<file path="config.mk">
export PLATFORM = sky130hd
export DESIGN_NAME = link_frame_encoder_with_checksum
export DESIGN_NICKNAME = d
export VERILOG_FILES = /design/src/hdl/lfe_pkg.sv /design/src/hdl/lfe_sequencer.sv /design/src/hdl/lfe_out_reg.sv /design/src/hdl/link_frame_encoder_with_checksum.sv
export SDC_FILE = /design/constraint.sdc
export NUM_CORES = 1
export LEC_CHECK = 0
export BUFFER_PORTS_ARGS = -buffer_cell sky130_fd_sc_hd__buf_2
export CAP_MARGIN = 0
export CORE_ASPECT_RATIO = 0.7
export CORE_MARGIN = 3
export CORE_UTILIZATION = 62
export DETAILED_ROUTE_END_ITERATION = 12
export PLACE_DENSITY_LB_ADDON = 0.15
export REMOVE_ABC_BUFFERS = 1
export SLEW_MARGIN = 20
export SYNTH_ARGS = -nofsm -noshare
export SYNTH_HDL_FRONTEND = slang
export SYNTH_SLANG_ARGS = --single-unit
</file>
<file path="constraint.sdc">
create_clock -name clk -period 9.8 [get_ports clk]
set_input_delay 1.96 -clock clk [delete_from_list [all_inputs] [get_ports clk]]
set_output_delay 1.96 -clock clk [all_outputs]
set_load 0.01 [all_outputs]
</file>
<file path="src/hdl/lfe_pkg.sv">
// Shared types and constants for the link frame encoder.
// Used by lfe_sequencer, lfe_out_reg and link_frame_encoder_with_checksum.
package lfe_pkg;

	localparam int          S_TDATA_W    = 48;
	localparam int          M_TDATA_W    = 8;
	localparam logic [15:0] MAX_PAYLOAD  = 16'd512;
	localparam logic [7:0]  HEAD_RESET   = 8'hAB;

	typedef enum logic {
		CMD_START = 1'b0,
		CMD_DATA  = 1'b1
	} cmd_t;

	typedef struct packed {
		logic [7:0]  data_byte;
		logic [15:0] payload_length;
		logic [7:0]  function_code;
		logic [7:0]  destination_address;
		logic [7:0]  source_address;
	} in_item_t;

	typedef struct packed {
		logic       length_error;
		logic       frame_end;
		logic [7:0] out_byte;
	} out_beat_t;

endpackage

</file>
<file path="src/hdl/lfe_sequencer.sv">
// Input reg + frame sequencer: holds one transaction, emits its frame bytes
// one per cycle unless stalled, tracking checksums, frame state. Uses lfe_pkg.
module lfe_sequencer (
	input  logic              clk,
	input  logic              arst_n,
	input  logic [7:0]        head_byte,
	input  logic              s_valid,
	output logic              s_ready,
	input  lfe_pkg::cmd_t     s_cmd,
	input  lfe_pkg::in_item_t s_item,
	input  logic              out_rdy,
	output logic              beat_valid,
	output lfe_pkg::out_beat_t beat
);
	import lfe_pkg::*;

	logic        valid_s1;
	cmd_t        cmd_s1;
	in_item_t    item_s1;
	logic [2:0]  idx_q;
	logic [7:0]  running_sum_q;
	logic [7:0]  running_add_q;
	logic [15:0] bytes_left_q;
	logic        frame_open_q;

	logic       emit;
	logic       last;
	logic       frame_byte;
	logic       too_long;
	logic       adv;
	logic       done;
	logic [7:0] sum_base;
	logic [7:0] add_base;
	logic [7:0] new_sum;
	logic [7:0] new_add;

	assign too_long = item_s1.payload_length > MAX_PAYLOAD;

	always_comb begin
		emit       = 1'b0;
		last       = 1'b0;
		frame_byte = 1'b0;
		beat       = '0;
		if (cmd_s1 == CMD_START) begin
			if (too_long) begin
				emit              = 1'b1;
				last              = 1'b1;
				beat.frame_end    = 1'b1;
				beat.length_error = 1'b1;
			end else begin
				emit = 1'b1;
				unique case (idx_q)
					3'd0: begin
						beat.out_byte = head_byte;
						frame_byte    = 1'b1;
					end
					3'd1: begin
						beat.out_byte = item_s1.source_address;
						frame_byte    = 1'b1;
					end
					3'd2: begin
						beat.out_byte = item_s1.destination_address;
						frame_byte    = 1'b1;
					end
					3'd3: begin
						beat.out_byte = item_s1.function_code;
						frame_byte    = 1'b1;
					end
					3'd4: begin
						beat.out_byte = item_s1.payload_length[7:0];
						frame_byte    = 1'b1;
					end
					3'd5: begin
						beat.out_byte = item_s1.payload_length[15:8];
						frame_byte    = 1'b1;
						last          = (item_s1.payload_length != 16'd0);
					end
					3'd6: begin
						beat.out_byte = running_sum_q;
					end
					3'd7: begin
						beat.out_byte  = running_add_q;
						beat.frame_end = 1'b1;
						last           = 1'b1;
					end
				endcase
			end
		end else if (!frame_open_q && idx_q == 3'd0) begin
			last = 1'b1;
		end else begin
			emit = 1'b1;
			priority if (idx_q == 3'd0) begin
				beat.out_byte = item_s1.data_byte;
				frame_byte    = 1'b1;
				last          = (bytes_left_q != 16'd1);
			end else if (idx_q == 3'd1) begin
				beat.out_byte = running_sum_q;
			end else begin
				beat.out_byte  = running_add_q;
				beat.frame_end = 1'b1;
				last           = 1'b1;
			end
		end
	end

	// a start transaction opens with fresh sums
	assign sum_base = (cmd_s1 == CMD_START && idx_q == 3'd0) ? 8'd0 : running_sum_q;
	assign add_base = (cmd_s1 == CMD_START && idx_q == 3'd0) ? 8'd0 : running_add_q;
	assign new_sum  = sum_base + beat.out_byte;
	assign new_add  = add_base + new_sum;

	assign adv        = valid_s1 && (!emit || out_rdy);
	assign done       = adv && last;
	assign s_ready    = !valid_s1 || done;
	assign beat_valid = valid_s1 && emit;

	always_ff @(posedge clk or negedge arst_n) begin
		if (!arst_n) begin
			valid_s1      <= 1'b0;
			cmd_s1        <= CMD_START;
			idx_q         <= 3'd0;
			running_sum_q <= 8'd0;
			running_add_q <= 8'd0;
			bytes_left_q  <= 16'd0;
			frame_open_q  <= 1'b0;
		end else begin
			if (s_valid && s_ready) begin
				valid_s1 <= 1'b1;
				cmd_s1   <= s_cmd;
				idx_q    <= 3'd0;
			end else if (done) begin
				valid_s1 <= 1'b0;
			end else if (adv) begin
				idx_q <= idx_q + 3'd1;
			end

			if (adv) begin
				if (frame_byte) begin
					running_sum_q <= new_sum;
					running_add_q <= new_add;
				end
				if (cmd_s1 == CMD_START) begin
					if (idx_q == 3'd0) begin
						frame_open_q <= 1'b0;
						bytes_left_q <= 16'd0;
					end
					if (!too_long && idx_q == 3'd5 && item_s1.payload_length != 16'd0) begin
						frame_open_q <= 1'b1;
						bytes_left_q <= item_s1.payload_length;
					end
				end else if (frame_open_q && idx_q == 3'd0) begin
					bytes_left_q <= bytes_left_q - 16'd1;
					if (bytes_left_q == 16'd1) begin
						frame_open_q <= 1'b0;
					end
				end
			end
		end
	end

	always_ff @(posedge clk) begin
		if (s_valid && s_ready) begin
			item_s1 <= s_item;
		end
	end

endmodule

</file>
<file path="src/hdl/lfe_out_reg.sv">
// Output register for the encoded byte stream; decouples the sequencer from
// master-side backpressure. Uses lfe_pkg.
module lfe_out_reg (
	input  logic                          clk,
	input  logic                          arst_n,
	input  logic                          beat_valid,
	input  lfe_pkg::out_beat_t            beat,
	output logic                          out_rdy,
	output logic                          m_axis_tvalid,
	input  logic                          m_axis_tready,
	output logic [lfe_pkg::M_TDATA_W-1:0] m_axis_tdata,
	output logic                          m_axis_tlast,
	output logic [0:0]                    m_axis_tuser
);
	import lfe_pkg::*;

	out_beat_t beat_q;
	logic      valid_q;

	assign out_rdy = !valid_q || m_axis_tready;

	always_ff @(posedge clk or negedge arst_n) begin
		if (!arst_n) begin
			valid_q <= 1'b0;
		end else if (out_rdy) begin
			valid_q <= beat_valid;
		end
	end

	always_ff @(posedge clk) begin
		if (out_rdy && beat_valid) begin
			beat_q <= beat;
		end
	end

	assign m_axis_tvalid = valid_q;
	assign m_axis_tdata  = beat_q.out_byte;
	assign m_axis_tlast  = beat_q.frame_end;
	assign m_axis_tuser  = beat_q.length_error;

endmodule

</file>
<file path="src/hdl/link_frame_encoder_with_checksum.sv">
// Link frame encoder with sum-and-add checksum. A start transaction yields a
// six-byte header (head byte, source, destination, function, length low/high),
// or the full eight-byte frame when the length is zero, or a single error
// byte when the length exceeds 512. Each payload transaction yields its byte,
// plus the two checksum bytes after the last one. The output emits one byte
// per cycle from a register while m_axis_tready is high; the sequencer holds
// the input until the current transaction's last byte moves into the output
// register. Payload transactions with no frame open yield no output bytes.
// Depends on lfe_pkg, lfe_sequencer and lfe_out_reg.
module link_frame_encoder_with_checksum (
	input  logic                          clk,
	input  logic                          arst_n,
	input  logic                          head_byte_we,
	input  logic [7:0]                    head_byte_wdata,
	input  logic                          s_axis_tvalid,
	output logic                          s_axis_tready,
	// [7:0] source_address, [15:8] destination_address, [23:16] function_code,
	// [39:24] payload_length, [47:40] data_byte
	input  logic [lfe_pkg::S_TDATA_W-1:0] s_axis_tdata,
	// [0] command
	input  logic [0:0]                    s_axis_tuser,
	output logic                          m_axis_tvalid,
	input  logic                          m_axis_tready,
	// [7:0] out_byte
	output logic [lfe_pkg::M_TDATA_W-1:0] m_axis_tdata,
	// frame_end
	output logic                          m_axis_tlast,
	// [0] length_error
	output logic [0:0]                    m_axis_tuser
);
	import lfe_pkg::*;

	logic      [7:0] head_byte_q;
	logic            out_rdy;
	logic            beat_valid;
	out_beat_t       beat;
	cmd_t            s_cmd;
	in_item_t        s_item;

	always_ff @(posedge clk or negedge arst_n) begin
		if (!arst_n) begin
			head_byte_q <= HEAD_RESET;
		end else if (head_byte_we) begin
			head_byte_q <= head_byte_wdata;
		end
	end

	assign s_cmd  = cmd_t'(s_axis_tuser[0]);
	assign s_item = in_item_t'(s_axis_tdata);

	lfe_sequencer u_seq (
		.clk        (clk),
		.arst_n     (arst_n),
		.head_byte  (head_byte_q),
		.s_valid    (s_axis_tvalid),
		.s_ready    (s_axis_tready),
		.s_cmd      (s_cmd),
		.s_item     (s_item),
		.out_rdy    (out_rdy),
		.beat_valid (beat_valid),
		.beat       (beat)
	);

	lfe_out_reg u_out (
		.clk           (clk),
		.arst_n        (arst_n),
		.beat_valid    (beat_valid),
		.beat          (beat),
		.out_rdy       (out_rdy),
		.m_axis_tvalid (m_axis_tvalid),
		.m_axis_tready (m_axis_tready),
		.m_axis_tdata  (m_axis_tdata),
		.m_axis_tlast  (m_axis_tlast),
		.m_axis_tuser  (m_axis_tuser)
	);

endmodule

</file>
After elaboration in Yosys (flattened, before gate mapping)
Index checks and enable logic that the tools add are counted.
{ "op_classes": {"n_lt_le_gt_ge": 1, "n_bitwise": 1, "eq_ne": 12, "n_addsub": 4, "reduce_logical": 28, "muxes": 39} }
{ "ops": {"columns": ["op", "n"], "rows": [
  ["$mux 16", 4],
  ["$pmux 8 s8", 1],
  ["$mux 8", 5],
  ["$mux 1", 23],
  ["$mux 9", 2],
  ["$add 8x8->8", 2],
  ["$eq 16x1->1 const B", 1],
  ["$gt 16x10->1 const B", 1],
  ["$ne 16x1->1 const B", 1],
  ["$reduce_bool 16->1", 1],
  ["$sub 16x1->16 const B", 1],
  ["$eq 3x3->1 const B", 4],
  ["$logic_and 1x1->1", 10],
  ["$mux 3", 3],
  ["$eq 3x2->1 const B", 2],
  ["$ne 2x2->1 const B", 3],
  ["$reduce_or 6->1", 1],
  ["$logic_not 1->1", 5],
  ["$reduce_and 2->1", 2],
  ["$reduce_and 4->1", 1],
  ["$reduce_bool 2->1", 2],
  ["$add 3x1->3 const B", 1],
  ["$eq 3x1->1 const B", 1],
  ["$logic_not 3->1", 1],
  ["other kinds (5)", 7]
]} }
{ "totals": {"reg_bits": 105, "out_inout_bits": 12, "elab_cells": 102} }

Depth between registers and ports, before layout
{ "depth": {"word_depth": 12, "mapped_depth": 24, "mapped_depth_nobuf": 22} }

Hierarchy
From an unflattened synthesis, not the netlist that was laid out.
{ "hier_totals": {"cells_unflattened": 501, "area_unflattened_um2": 5649.2} }
{ "modules_own_cells": {"columns": ["mod", "area_per_inst_um2", "seq_area_each_um2", "n_inst", "cells_each"], "rows": [
  ["lfe_sequencer", 4957.3, 2392.3, 1, 470],
  ["lfe_out_reg", 354.1, 325.3, 1, 14],
  ["link_frame_encoder_with_checksum", 337.8, 206.4, 1, 17]
]} }

Worst setup path before layout
No wires, ideal clock.
{ "synth_timing": {"path_type": "reg-to-reg", "from": "reg u_seq.idx_q[1]", "to": "reg u_seq.running_add_q[7]", "t_required_ns": 9.673, "n_path_buf": 2, "t_arrival_ns": 4.596, "synth_period_minus_slack_ns": 4.723, "stages_incl_launch_ff": 25, "setup_ns": 0.127, "setup_slack_ns": 5.077, "path_cell_list": "dfrtp_1 > inv_1 > ha_1 > clkbuf_1 > clkbuf_1 > a222oi_1 > a21oi_1 > a221oi_1 > a21oi_1 > o21ai_0 > o21ai_0 > ha_1 > fa_1 > a21o_1 > a21oi_1 > xnor2_1 > ha_1 > nand3_1 > o211ai_1 > o21a_1 > o21a_1 > nor2_1 > or3_4 > a41oi_1 > nand3b_1"} }
{ "synth_lines": {"columns": ["item", "line_no", "source"], "rows": [
  ["start: declaration", "lfe_sequencer.sv:20", "logic [2:0] idx_q;"],
  ["start signal: assignment", "lfe_sequencer.sv:134", "idx_q <= idx_q + 3'd1;"],
  ["end signal: assignment", "lfe_sequencer.sv:140", "running_add_q <= new_add;"],
  ["end: declaration", "lfe_sequencer.sv:22", "logic [7:0] running_add_q;"]
]} }

==> reports/metrics.yaml <==
io_buffers: 73
cpMaxStageDelayCell: "ha_1"
grtUsageTotal_pct: 29.68
synth_cell_type_count: 62
dp_slack_ns: 4.565
post_cts_buffers: 0
hold_path_class: "flip-flop to flip-flop"
cp.arrival_ns: 5.64
finalSetupViolCount: 0
htreeDepth: 3
grt_first_pass_wirelength_um: 23320
timing.final.crit_share_pct: 55.24
fp.dieW_um: 119.3
place_hpwl_um: 10360
worstSetupPathType: "flip-flop to flip-flop"
final_area_mm2: 0.006339
routed_via_density: 6.541
placementRows: 28
syn_avg_cell_area_um2: 11.17
p_leak_nw: 2.582
drt-total-wl_um: 14370
area_growth_pct: 13.69
clock_skew_ns: 0.009221
avgRoutedWirePerCell_um: 20.86
cts_buffers: 9
cp_data_required_time_ns: 10.03
overflow: 0
final_util_pct: 73.85
final_common_cell: "buf_2"
fill_cells: 613
tns_ns: 0
ys_ff_latch: 105
dpl_cell_area_mm2: 0.006048
worst_setup_path_start_kind: "flip-flop"
fin_total_pwr_mw: 1.153
clockBufferDepth: 2
clk_pin_slew_ns: 0.07
placed_cells_incl_taps: 673
synth_simple_gate_area_share_pct: 13.42
crit_chain: "inv_1 > ha_1 > nor2b_1 > buf_4 > mux2i_1 > nor2_1 > a21oi_1 > o21ai_0 > ha_1 > fa_1 > a21o_1 > a21oi_1 > xnor2_1 > ha_1 > nand3_1 > o211ai_1 > o21a_1 > o21a_1 > nor2_1 > or3_4 > a41oi_1 > nand3b_1"
worstSetupEndpointType: "flip-flop"
syn_area_mm2: 0.005575
gp_congestion: 0.9565
p_per_area_mw_per_mm2: 181.9
rsz0062_at_grt: "no"
fmax_ghz: 0.1847
grt_start_max_net_pins: 50
synth-seq-area-share_pct: 52.45
synth_fa_ha_area_share_pct: 5.835
max_slew_margin_pct: 31.05
synth_top_family_by_area: "compound AO/OA/AOI/OAI gates"
vias: 4507
synth_compound_area_share_pct: 18.02
layout.cells.non_filler: 689
finalMaxSlewViolations: 0
drv_cap: 0
die_h_um: 85.34
start_util_pct: 64.96
max_stage_delay_ns: 0.59
cts_num_sinks: 105
synth_xor_area_share_pct: 1.571
most-common-layout-cells: "73 x buf_2, 58 x edfxtp_1, 42 x dfrtp_1"
yosys_warnings: 0
multiInputGateArea_mm2: 0.002490
critPathMaxFanout: 19
cts_resized: 0
cts-root-buf: "clkbuf_16"
first_iter_violations: 618
drive_gt1_share_pct: 23.90
pin_count: 74
synth_cells: 499
seq_area_mm2: 0.002924
drc: 0
synth_edf_count: 58
cts_tree: "done"
timing.hold.ws_ns: 0.5476
worst_pin_slew_ns: 1.031
clock_latency_ns: 0.35
peakVddDrop_v: 0.0001608
core_mm2: 0.008583
cts_hold_buf: 0
die-area_mm2: 0.01018
num_antenna_cells: 0
synthArstFlopShare_pct: 44.76
cp_common_cell: "ha_1"
hold_viol_final: 0
finalWorstSetupSlack_ns: 4.386
grt_pass1_vias: 4283
fin_nets: 650
drt.antenna.violating_nets: 0
synth.mux.area_fraction_pct: 5.700
drt_pass1_iterations: 9
synth_flop_cell: "edfxtp_1"
finalCriticalPeriod_ns: 5.414
grt_antenna_before_repair: 0
status: "finished, final reports clean"
layer usage:
layer	up-vias	part of all wire, %	track usage, %
met1	2176	45	45.54
met2	278	42	42.54
met3	26	11	7.728
li1	2027	-	-
met4	0	1.7	7.069
met5	-	0	0
cell type report:
type	instances	area share, %
clock buffer	10	3.612
clock inverter	6	0.9475
inverter	14	0.8291
multi-input combinational	352	39.28
sequential	105	46.13
tap	120	2.369
timing repair buffer	82	6.830
cell usage after synthesis, types with 3 or more instances:
| library cell | instances | share of area, % |
|---|---|---|
| a21o_1 | 4 | 0.54 |
| a21oi_1 | 27 | 2.4 |
| a221o_1 | 9 | 1.6 |
| a221oi_1 | 7 | 1.1 |
| a222oi_1 | 9 | 1.6 |
| a22o_1 | 7 | 1.1 |
| buf_1 | 3 | 0.20 |
| clkbuf_1 | 22 | 1.5 |
| dfrtp_1 | 42 | 19 |
| dfstp_2 | 5 | 2.4 |
| edfxtp_1 | 58 | 31 |
| ha_1 | 22 | 4.9 |
| inv_1 | 13 | 0.88 |
| mux2_2 | 22 | 4.4 |
| mux2i_1 | 7 | 1.3 |
| nand2_1 | 38 | 2.6 |
| nand2b_1 | 4 | 0.45 |
| nand3_1 | 12 | 1.1 |
| nor2_1 | 34 | 2.3 |
| nor2b_1 | 19 | 2.1 |
| nor3_1 | 8 | 0.72 |
| nor3b_1 | 3 | 0.40 |
| nor4_1 | 6 | 0.67 |
| o211ai_1 | 3 | 0.40 |
| o21a_1 | 5 | 0.67 |
| o21ai_0 | 35 | 3.1 |
| o22ai_1 | 7 | 0.79 |
| o31ai_1 | 6 | 0.81 |
| o41ai_1 | 6 | 0.94 |
| or3_1 | 3 | 0.34 |
| or4_1 | 3 | 0.40 |
| xnor2_1 | 6 | 0.94 |
| xor2_1 | 4 | 0.63 |
registers in the layout (all words and copies together) (netlist names), 3 cells and up:
register             flops
u_seq.running_add_q      8
u_out.m_axis_tdata       8
u_seq.bytes_left_q      16
head_byte_q              8
u_seq.running_sum_q      8
u_seq.item_s1           48
u_seq.idx_q              3
critical path, delay by kind of cell (launching register included):
kind,cells,cell delay (ns)
mux,1,0.23
fa+ha+maj,4,1.67
compound gates,8,1.50
xor+xnor,1,0.14
flops,1,0.48
simple gates,6,0.91
buf+inv,2,0.36
logic make-up after synthesis:
group / Yosys count
and+or+nand+nor: 146
AOI/OAI and AO/OA: 142
DFF: 105
buffers and inverters: 42
muxes: 29
adders and majority gates: 25
xor gates and xnor gates: 10
where the power goes:
group	total (mW)	switching [mW]	internal, mW
Combinational	0.192	0.105	0.0871
Clock	0.352	0.172	0.180
Sequential	0.609	0.0746	0.534
Total	1.15	0.352	0.801
final timing paths:
path                                               startpoint                                  to  slack (ns)  cells after the start
min reg2reg                u_seq.bytes_left_q[11]$_DFFE_PN0P_  u_seq.bytes_left_q[11]$_DFFE_PN0P_        0.55                      1
max in group asynchronous                              arst_n  u_seq.running_add_q[1]$_DFFE_PN0P_        7.63                      2
max reg2reg                        u_seq.idx_q[1]$_DFFE_PN0P_  u_seq.running_add_q[7]$_DFFE_PN0P_        4.39                     22
min                        u_seq.bytes_left_q[11]$_DFFE_PN0P_  u_seq.bytes_left_q[11]$_DFFE_PN0P_        0.55                      1
min in group asynchronous                              arst_n  u_seq.running_sum_q[4]$_DFFE_PN0P_        1.73                      2
max                                u_seq.idx_q[1]$_DFFE_PN0P_  u_seq.running_add_q[7]$_DFFE_PN0P_        4.39                     22
No activity file was read; power rests on OpenSTA's default activity.
